## src/rtl/hfs_pkg.sv

```systemverilog
// Shared types, codes and helpers for the HLL flux solver.
`default_nettype none
package hfs_pkg;

  typedef enum logic [4:0] {
    ST_IDLE,
    ST_SPD,
    ST_AB,
    ST_SEL,
    ST_ML,
    ST_MR,
    ST_PRE,
    ST_FL,
    ST_FR,
    ST_PADD,
    ST_T1,
    ST_T2,
    ST_T3,
    ST_SUM,
    ST_DIV,
    ST_WB,
    ST_OUT
  } state_t;

  typedef enum logic [3:0] {
    OP_NONE,
    OP_SPD,
    OP_AB,
    OP_ML,
    OP_MR,
    OP_PRE,
    OP_FL,
    OP_FR,
    OP_PADD,
    OP_T1,
    OP_T2,
    OP_T3,
    OP_SUM,
    OP_DIV,
    OP_WB,
    OP_OUT
  } op_t;

  // Flux slots: density, three momentum components, energy.
  localparam logic [2:0] FLUX_DENS  = 3'd0;
  localparam logic [2:0] FLUX_MOM_X = 3'd1;
  localparam logic [2:0] FLUX_MOM_Z = 3'd3;
  localparam logic [2:0] FLUX_EN    = 3'd4;
  localparam logic [2:0] FLUX_CNT   = 3'd5;

  localparam logic CFG_NUM_DIMS    = 1'b0;
  localparam logic CFG_NORMAL_AXIS = 1'b1;

  typedef struct packed {
    op_t        op;
    logic [2:0] k;
    logic       cap_left;
    logic       cap_right;
  } hfs_cmd_t;

  typedef struct packed {
    logic den_zero;
    logic skip;
    logic div_done;
  } hfs_stat_t;

  function automatic logic signed [31:0] sat64(input logic signed [63:0] x);
    logic signed [31:0] r;
    if (x > 64'sh0000_0000_7FFF_FFFF) r = 32'sh7FFF_FFFF;
    else if (x < -64'sh0000_0000_8000_0000) r = 32'sh8000_0000;
    else r = x[31:0];
    return r;
  endfunction

endpackage
`default_nettype wire

```

## src/rtl/hfs_ctrl.sv

```systemverilog
// Sequencing state machine for the HLL flux solver.
`default_nettype none
module hfs_ctrl (
  input  wire logic             clk,
  input  wire logic             rst_n,
  input  wire logic             in_valid,
  input  wire logic             in_side,
  output logic                  in_ready,
  input  wire logic             out_ready,
  output logic                  out_valid,
  input  wire hfs_pkg::hfs_stat_t stat,
  output hfs_pkg::hfs_cmd_t     cmd
);

  hfs_pkg::state_t state_r, state_nxt;
  logic [2:0] k_r, k_nxt;
  logic left_valid_r, left_valid_nxt;
  logic out_valid_r, out_valid_nxt;
  logic is_mom;

  assign is_mom = (k_r >= hfs_pkg::FLUX_MOM_X) && (k_r <= hfs_pkg::FLUX_MOM_Z);
  assign out_valid = out_valid_r;

  always_ff @(posedge clk) begin
    if (!rst_n) begin
      state_r      <= hfs_pkg::ST_IDLE;
      k_r          <= hfs_pkg::FLUX_DENS;
      left_valid_r <= 1'b0;
      out_valid_r  <= 1'b0;
    end else begin
      state_r      <= state_nxt;
      k_r          <= k_nxt;
      left_valid_r <= left_valid_nxt;
      out_valid_r  <= out_valid_nxt;
    end
  end

  always_comb begin
    state_nxt      = state_r;
    k_nxt          = k_r;
    left_valid_nxt = left_valid_r;
    out_valid_nxt  = out_valid_r && !out_ready;
    in_ready       = 1'b0;
    cmd.op         = hfs_pkg::OP_NONE;
    cmd.k          = k_r;
    cmd.cap_left   = 1'b0;
    cmd.cap_right  = 1'b0;
    case (state_r)
      hfs_pkg::ST_IDLE: begin
        in_ready = 1'b1;
        if (in_valid) begin
          if (!in_side) begin
            cmd.cap_left   = 1'b1;
            left_valid_nxt = 1'b1;
          end else if (left_valid_r) begin
            cmd.cap_right  = 1'b1;
            left_valid_nxt = 1'b0;
            state_nxt      = hfs_pkg::ST_SPD;
          end
        end
      end
      hfs_pkg::ST_SPD: begin
        cmd.op    = hfs_pkg::OP_SPD;
        k_nxt     = hfs_pkg::FLUX_DENS;
        state_nxt = hfs_pkg::ST_AB;
      end
      hfs_pkg::ST_AB: begin
        if (stat.den_zero) begin
          state_nxt = hfs_pkg::ST_OUT;
        end else begin
          cmd.op    = hfs_pkg::OP_AB;
          state_nxt = hfs_pkg::ST_SEL;
        end
      end
      hfs_pkg::ST_SEL: begin
        if (k_r == hfs_pkg::FLUX_CNT) state_nxt = hfs_pkg::ST_OUT;
        else if (stat.skip) k_nxt = k_r + 3'd1;
        else if (is_mom) state_nxt = hfs_pkg::ST_ML;
        else state_nxt = hfs_pkg::ST_PRE;
      end
      hfs_pkg::ST_ML: begin
        cmd.op    = hfs_pkg::OP_ML;
        state_nxt = hfs_pkg::ST_MR;
      end
      hfs_pkg::ST_MR: begin
        cmd.op    = hfs_pkg::OP_MR;
        state_nxt = hfs_pkg::ST_FL;
      end
      hfs_pkg::ST_PRE: begin
        cmd.op    = hfs_pkg::OP_PRE;
        state_nxt = hfs_pkg::ST_FL;
      end
      hfs_pkg::ST_FL: begin
        cmd.op    = hfs_pkg::OP_FL;
        state_nxt = hfs_pkg::ST_FR;
      end
      hfs_pkg::ST_FR: begin
        cmd.op    = hfs_pkg::OP_FR;
        state_nxt = hfs_pkg::ST_PADD;
      end
      hfs_pkg::ST_PADD: begin
        cmd.op    = hfs_pkg::OP_PADD;
        state_nxt = hfs_pkg::ST_T1;
      end
      hfs_pkg::ST_T1: begin
        cmd.op    = hfs_pkg::OP_T1;
        state_nxt = hfs_pkg::ST_T2;
      end
      hfs_pkg::ST_T2: begin
        cmd.op    = hfs_pkg::OP_T2;
        state_nxt = hfs_pkg::ST_T3;
      end
      hfs_pkg::ST_T3: begin
        cmd.op    = hfs_pkg::OP_T3;
        state_nxt = hfs_pkg::ST_SUM;
      end
      hfs_pkg::ST_SUM: begin
        cmd.op    = hfs_pkg::OP_SUM;
        state_nxt = hfs_pkg::ST_DIV;
      end
      hfs_pkg::ST_DIV: begin
        if (stat.div_done) state_nxt = hfs_pkg::ST_WB;
        else cmd.op = hfs_pkg::OP_DIV;
      end
      hfs_pkg::ST_WB: begin
        cmd.op    = hfs_pkg::OP_WB;
        k_nxt     = k_r + 3'd1;
        state_nxt = hfs_pkg::ST_SEL;
      end
      hfs_pkg::ST_OUT: begin
        if (!out_valid_r || out_ready) begin
          cmd.op        = hfs_pkg::OP_OUT;
          out_valid_nxt = 1'b1;
          state_nxt     = hfs_pkg::ST_IDLE;
        end
      end
      default: state_nxt = hfs_pkg::ST_IDLE;
    endcase
  end

  a_start: assert property (@(posedge clk) disable iff (!rst_n)
    (in_valid && in_ready && in_side && left_valid_r)
      |=> (state_r == hfs_pkg::ST_SPD) && !left_valid_r)
    else $error("right transfer with held left did not start a solve");

  a_rose: assert property (@(posedge clk) disable iff (!rst_n)
    $rose(out_valid_r) |-> $past(state_r) == hfs_pkg::ST_OUT)
    else $error("result appeared outside the output step");

  a_busy: assert property (@(posedge clk) disable iff (!rst_n)
    (state_r == hfs_pkg::ST_DIV) |-> !in_ready)
    else $error("input taken during a division");

  a_left: assert property (@(posedge clk) disable iff (!rst_n)
    (in_valid && in_ready && !in_side) |=> left_valid_r)
    else $error("left transfer not held");

endmodule
`default_nettype wire

```

## config.mk

```make
export PLATFORM = sky130hd
export DESIGN_NAME = hfs_ctrl
export DESIGN_NICKNAME = d
export VERILOG_FILES = /design/src/rtl/hfs_pkg.sv /design/src/rtl/hfs_ctrl.sv
export SDC_FILE = /design/constraint.sdc
export NUM_CORES = 1
export LEC_CHECK = 0
export BUFFER_PORTS_ARGS = -buffer_cell sky130_fd_sc_hd__buf_2
export CORE_UTILIZATION = 50
export DETAILED_ROUTE_END_ITERATION = 10
export PLACE_DENSITY = 0.75
export SLEW_MARGIN = 20
export SYNTH_ARGS = -nofsm -noshare
export SYNTH_HDL_FRONTEND = slang
export SYNTH_SLANG_ARGS = --single-unit
```

## constraint.sdc

```tcl
create_clock -name clk -period 3.3 [get_ports clk]
set_input_delay 0.165 -clock clk [delete_from_list [all_inputs] [get_ports clk]]
set_output_delay 0.165 -clock clk [all_outputs]
set_load 0.05 [all_outputs]
```

; ---- Yosys cells after proc, flatten, opt, wreduce, memory -nomap -nowiden
; Index checks and enable logic that the tools add are counted.
[totals]
regBits = 10
output_inout_bits = 11
wordCells = 68
[op_classes]
n_addsub = 1
reduce_logical = 11
eq_ne = 25
n_lt_le_gt_ge = 2
n_mux = 25
[ops]
columns = cell, n
row1 = one-hot mux 5 bit (16 select lines), 1
row2 = one-hot mux 4 bit (15 select lines), 1
row3 = "equality test 5 x 4 -> 1 bit, second input constant", 8
row4 = two-way mux 5 bit, 8
row5 = "equality test 5 x 3 -> 1 bit, second input constant", 4
row6 = "!= test 2 bit, second input constant", 7
row7 = "equality test 5 x 2 -> 1 bit, second input constant", 2
row8 = one-hot mux 3 bit (3 select lines), 1
row9 = two-way mux 2 bit, 4
row10 = two-way mux 4 bit, 2
row11 = two-way mux 1 bit, 6
row12 = two-way mux 3 bit, 2
row13 = AND reduction 6 bit, 1
row14 = "equality test 5 x 1 -> 1 bit, second input constant", 1
row15 = "equality test 5 bit, second input constant", 1
row16 = logical NOT 5 bit, 1
row17 = "adder 3 x 1 -> 3 bit, second input constant", 1
row18 = "equality test 3 bit, second input constant", 1
row19 = "greater-or-equal comparator 3 x 1 -> 1 bit, second input constant", 1
row20 = "<= comparator 3 x 2 -> 1 bit, second input constant", 1
row21 = "!= test 3 bit, second input constant", 1
row22 = AND reduction 3 bit, 1
row23 = nonzero test 3 bit, 1
row24 = logical AND 1 bit, 2
row25 = 4 further kinds, 5

; ---- Depth between registers and ports, before layout
[logic_depth]
depth_word = 6
ltp_mapped = 6
mapped_depth_nobuf = 6

; ---- Worst setup path before layout
; Ideal clock, no wire load.
[synth_timing]
kind = register -> output
from = register state_r[2]
to = output port cmd[6] in the netlist's numbering
arrival_ns = 2.168
stages_incl_launch_ff = 6
path_slack_ns = 0.967
n_path_buf = 1
path_cell_list = dfxtp_1 -> buf_6 -> or4_1 -> a21oi_1 -> a31oi_1 -> o21ai_0
[synth_rtl]
columns = item, line_no
row1 = "start, declared", hfs_ctrl.sv:15  ; hfs_pkg::state_t state_r, state_nxt;
row2 = "start signal, assigned", hfs_ctrl.sv:26  ; state_r <= hfs_pkg::ST_IDLE;
row3 = "start signal, assigned", hfs_ctrl.sv:31  ; state_r <= state_nxt;
row4 = "end, declared", hfs_ctrl.sv:12  ; output hfs_pkg::hfs_cmd_t cmd

==> out/qor.yml <==
outcome: "finished clean"
synthCells: 111
die_area_sq_um: 1770
grt_max_degree: 21
nets: 136
via_per_inst: 6.51
ios: 19
dpl_cell_area_sq_um: 870
final_cells: 140
drv_slew: 0
crit_arrival_ns: 2.05
clk_pin_slew_worst_paths_ns: 0.06
skew_ns: 0.00388
clk_latency_ns: 0.26
track_usage_pct: 23.6
yosys.area.top_type: "dfxtp_1"
syn_area_sq_um: 802
post_drt_wl_per_cell_microns: 14.0
cts_hold_buf: 0
worstSetupEndpointType: "output pin"
finalSetupViolCount: 0
drive_gt1_share_pct: 21.0
cts_setup_buffers: 0
start_util_pct: 53.2
crit_type: "register to output pin"
async_flop_share_pct: 0
yosysMostFrequentCell: "nand2_1"
synth_xor_area_share_pct: 1.09
ir_worst_vdd_mv: 0.225
first_global_vias: 775
max_freq_mhz: 450
dr.first_iter.drc_count: 36
drc_errors: 0
synth_edf_count: 0
synth_top_cell_area_share_pct: 25.0
min_path_cells: 2
cp_num_buf_inv: 1
p_leak_nw: 0.346
clkSinkCount: 10
ff2ff_path_depth: 4
design_area_sq_um: 892
place_congestion: 0.882
ys_types: 38
holdPathEnd: "left_valid_r$_SDFFE_PN0P_"
diodes: 0
max-slew-margin-rel_pct: 51.8
hp-class: "input pin to register"
r2r_setup_slack_ns: 1.49
cts_resized: 0
min_period_ns: 2.22
die_w_microns: 42.1
synth-main-ff-cell: "dfxtp_1"
yosys.area_share.simple_pct: 30.3
area_delta_synth_final_pct: 11.2
syn-num-nets: 121
path_max_fanout: 20
required_ns: 3.13
worstSetupStartpointType: "register"
critPathTopFamily: "simple AND/OR/NAND/NOR gates"
synthTopCellsByCount: "nand2_1, dfxtp_1, o21ai_0"
grt_pass1_wl_microns: 3290
portBuffers: 18
muxShareOfSynthArea_pct: 2.65
hold_viol_final: 0
htree_levels: 1
synth_top_family_by_area: "simple AND/OR/NAND/NOR gates"
synth-seq-cells: 10
syn_avg_cell_area_sq_um: 7.23
vias: 911
utilization_pct: 59.2
slowest_stage: "nor4_1"
synth_area_leaders: "dfxtp_1, nand2_1, o21ai_0"
fin_crit_sh_pct: 67.3
cts_tree: "yes"
grt_setup_unrepaired: "false"
ys_warn_count: 0
place_ws_ns: 1.41
overflow: 0
cts_buffer_depth: 2
synth_compound_area_share_pct: 28.9
core_sq_um: 1510
min_from: "rst_n"
powerDensity_nw_per_um2: 264
cts-root-buf: "clkbuf_4"
hpwlAfterDp_microns: 1430
numCtsBuffers: 3
drt_wl_total_microns: 1960
r2r_start: "state_r[1]$_SDFFE_PN0P_"
finalWorstSetupSlack_ns: 1.08
ys_seq_area_share_pct: 25.0
crit_chain: "nor4_1 -> a31oi_1 -> a21oi_1 -> buf_2"
die_h_microns: 42.1
dp_cells: 137
final.setup.tns_ns: 0
drtAntennaViolNets: 0
antenna_found_initial: 0
firstDrtPassIters: 4
r2r-end: "state_r[1]$_SDFFE_PN0P_"
cp.depth: 4
cpPeakStageDelay_ns: 0.72
synth-adder-area-share_pct: 3.12
cap_violations: 0
worst_pin_slew_ns: 0.716
row_count: 14
## routing by layer
layer,vias up,GRT usage (%),routed length [microns]
met3,0,3.02,143
met2,41,39.4,975
met4,0,8.75,0
li1,442,-,-
met1,428,31.2,843
met5,-,0,0
## flip-flops by register name (all words and copies together), names as in the netlist
signal,cells
state_r,5
k_r,3
left_valid_r,1
out_valid,1
## stage by stage
| step | power [mW] | hold slack, ns |
|---|---|---|
| global route | 0.249 | 0.253 |
| detailed placement | 0.158 | 0.520 |
| global placement | 0.157 | 0.516 |
| finish | 0.235 | 0.251 |
| CTS | 0.239 | 0.252 |
| floorplan | 0.147 | 0.402 |
## worst max path at each step
stage / slack, ns / startpoint / endpoint
after floorplan: 0.97 / state_r[2]$_SDFFE_PN0P_ / cmd[6]
after global placement: 1.49 / state_r[1]$_SDFFE_PN0P_ / cmd[8]
after detailed placement: 1.41 / state_r[1]$_SDFFE_PN0P_ / cmd[8]
after CTS: 1.13 / state_r[1]$_SDFFE_PN0P_ / cmd[8]
after global routing: 0.92 / state_r[1]$_SDFFE_PN0P_ / cmd[0]
final: 1.08 / state_r[1]$_SDFFE_PN0P_ / cmd[8]
## cells in the final DEF (no fill, tap or decap), drive strengths merged, types with 2 or more instances in the layout
cell and n:
buf 18, inv 8, nand3 6, nand4 2, a31oi 4, nor2 6
and3 2, o311ai 2, o31ai 2, dfxtp 10, ha 2, a21oi 9
nor3 2, nand2 14, nand2b 2, nor4 3, o22ai 2, or4 2
o21ai 10, clkbuf 3
## layout make-up
type                    count  area, sq um
clock buffers               3         22.5
fillers                   161          614
inverters                   8         30.0
multi-input cells          85          529
flip-flops and latches     10          200
well taps                  16         20.0
repair buffers             18         90.1
## power by group
group | internal (mW) | switching (mW) | total (mW)
Clock | 0.0420 | 0.0381 | 0.0800
Sequential | 0.122 | 0.00222 | 0.124
Combinational | 0.0117 | 0.0195 | 0.0312
## kinds of logic (layout without fill, tap and decap cells)
family	after synthesis	after routing
flip-flops	10	10
buffers and inverters	16	29
XOR/XNOR	1	1
AND/OR/NAND/NOR	44	44
multiplexers	2	2
AO/OA/AOI/OAI	36	36
adder cells (fa/ha/maj)	2	2
(Power assumes the default switching activity.)
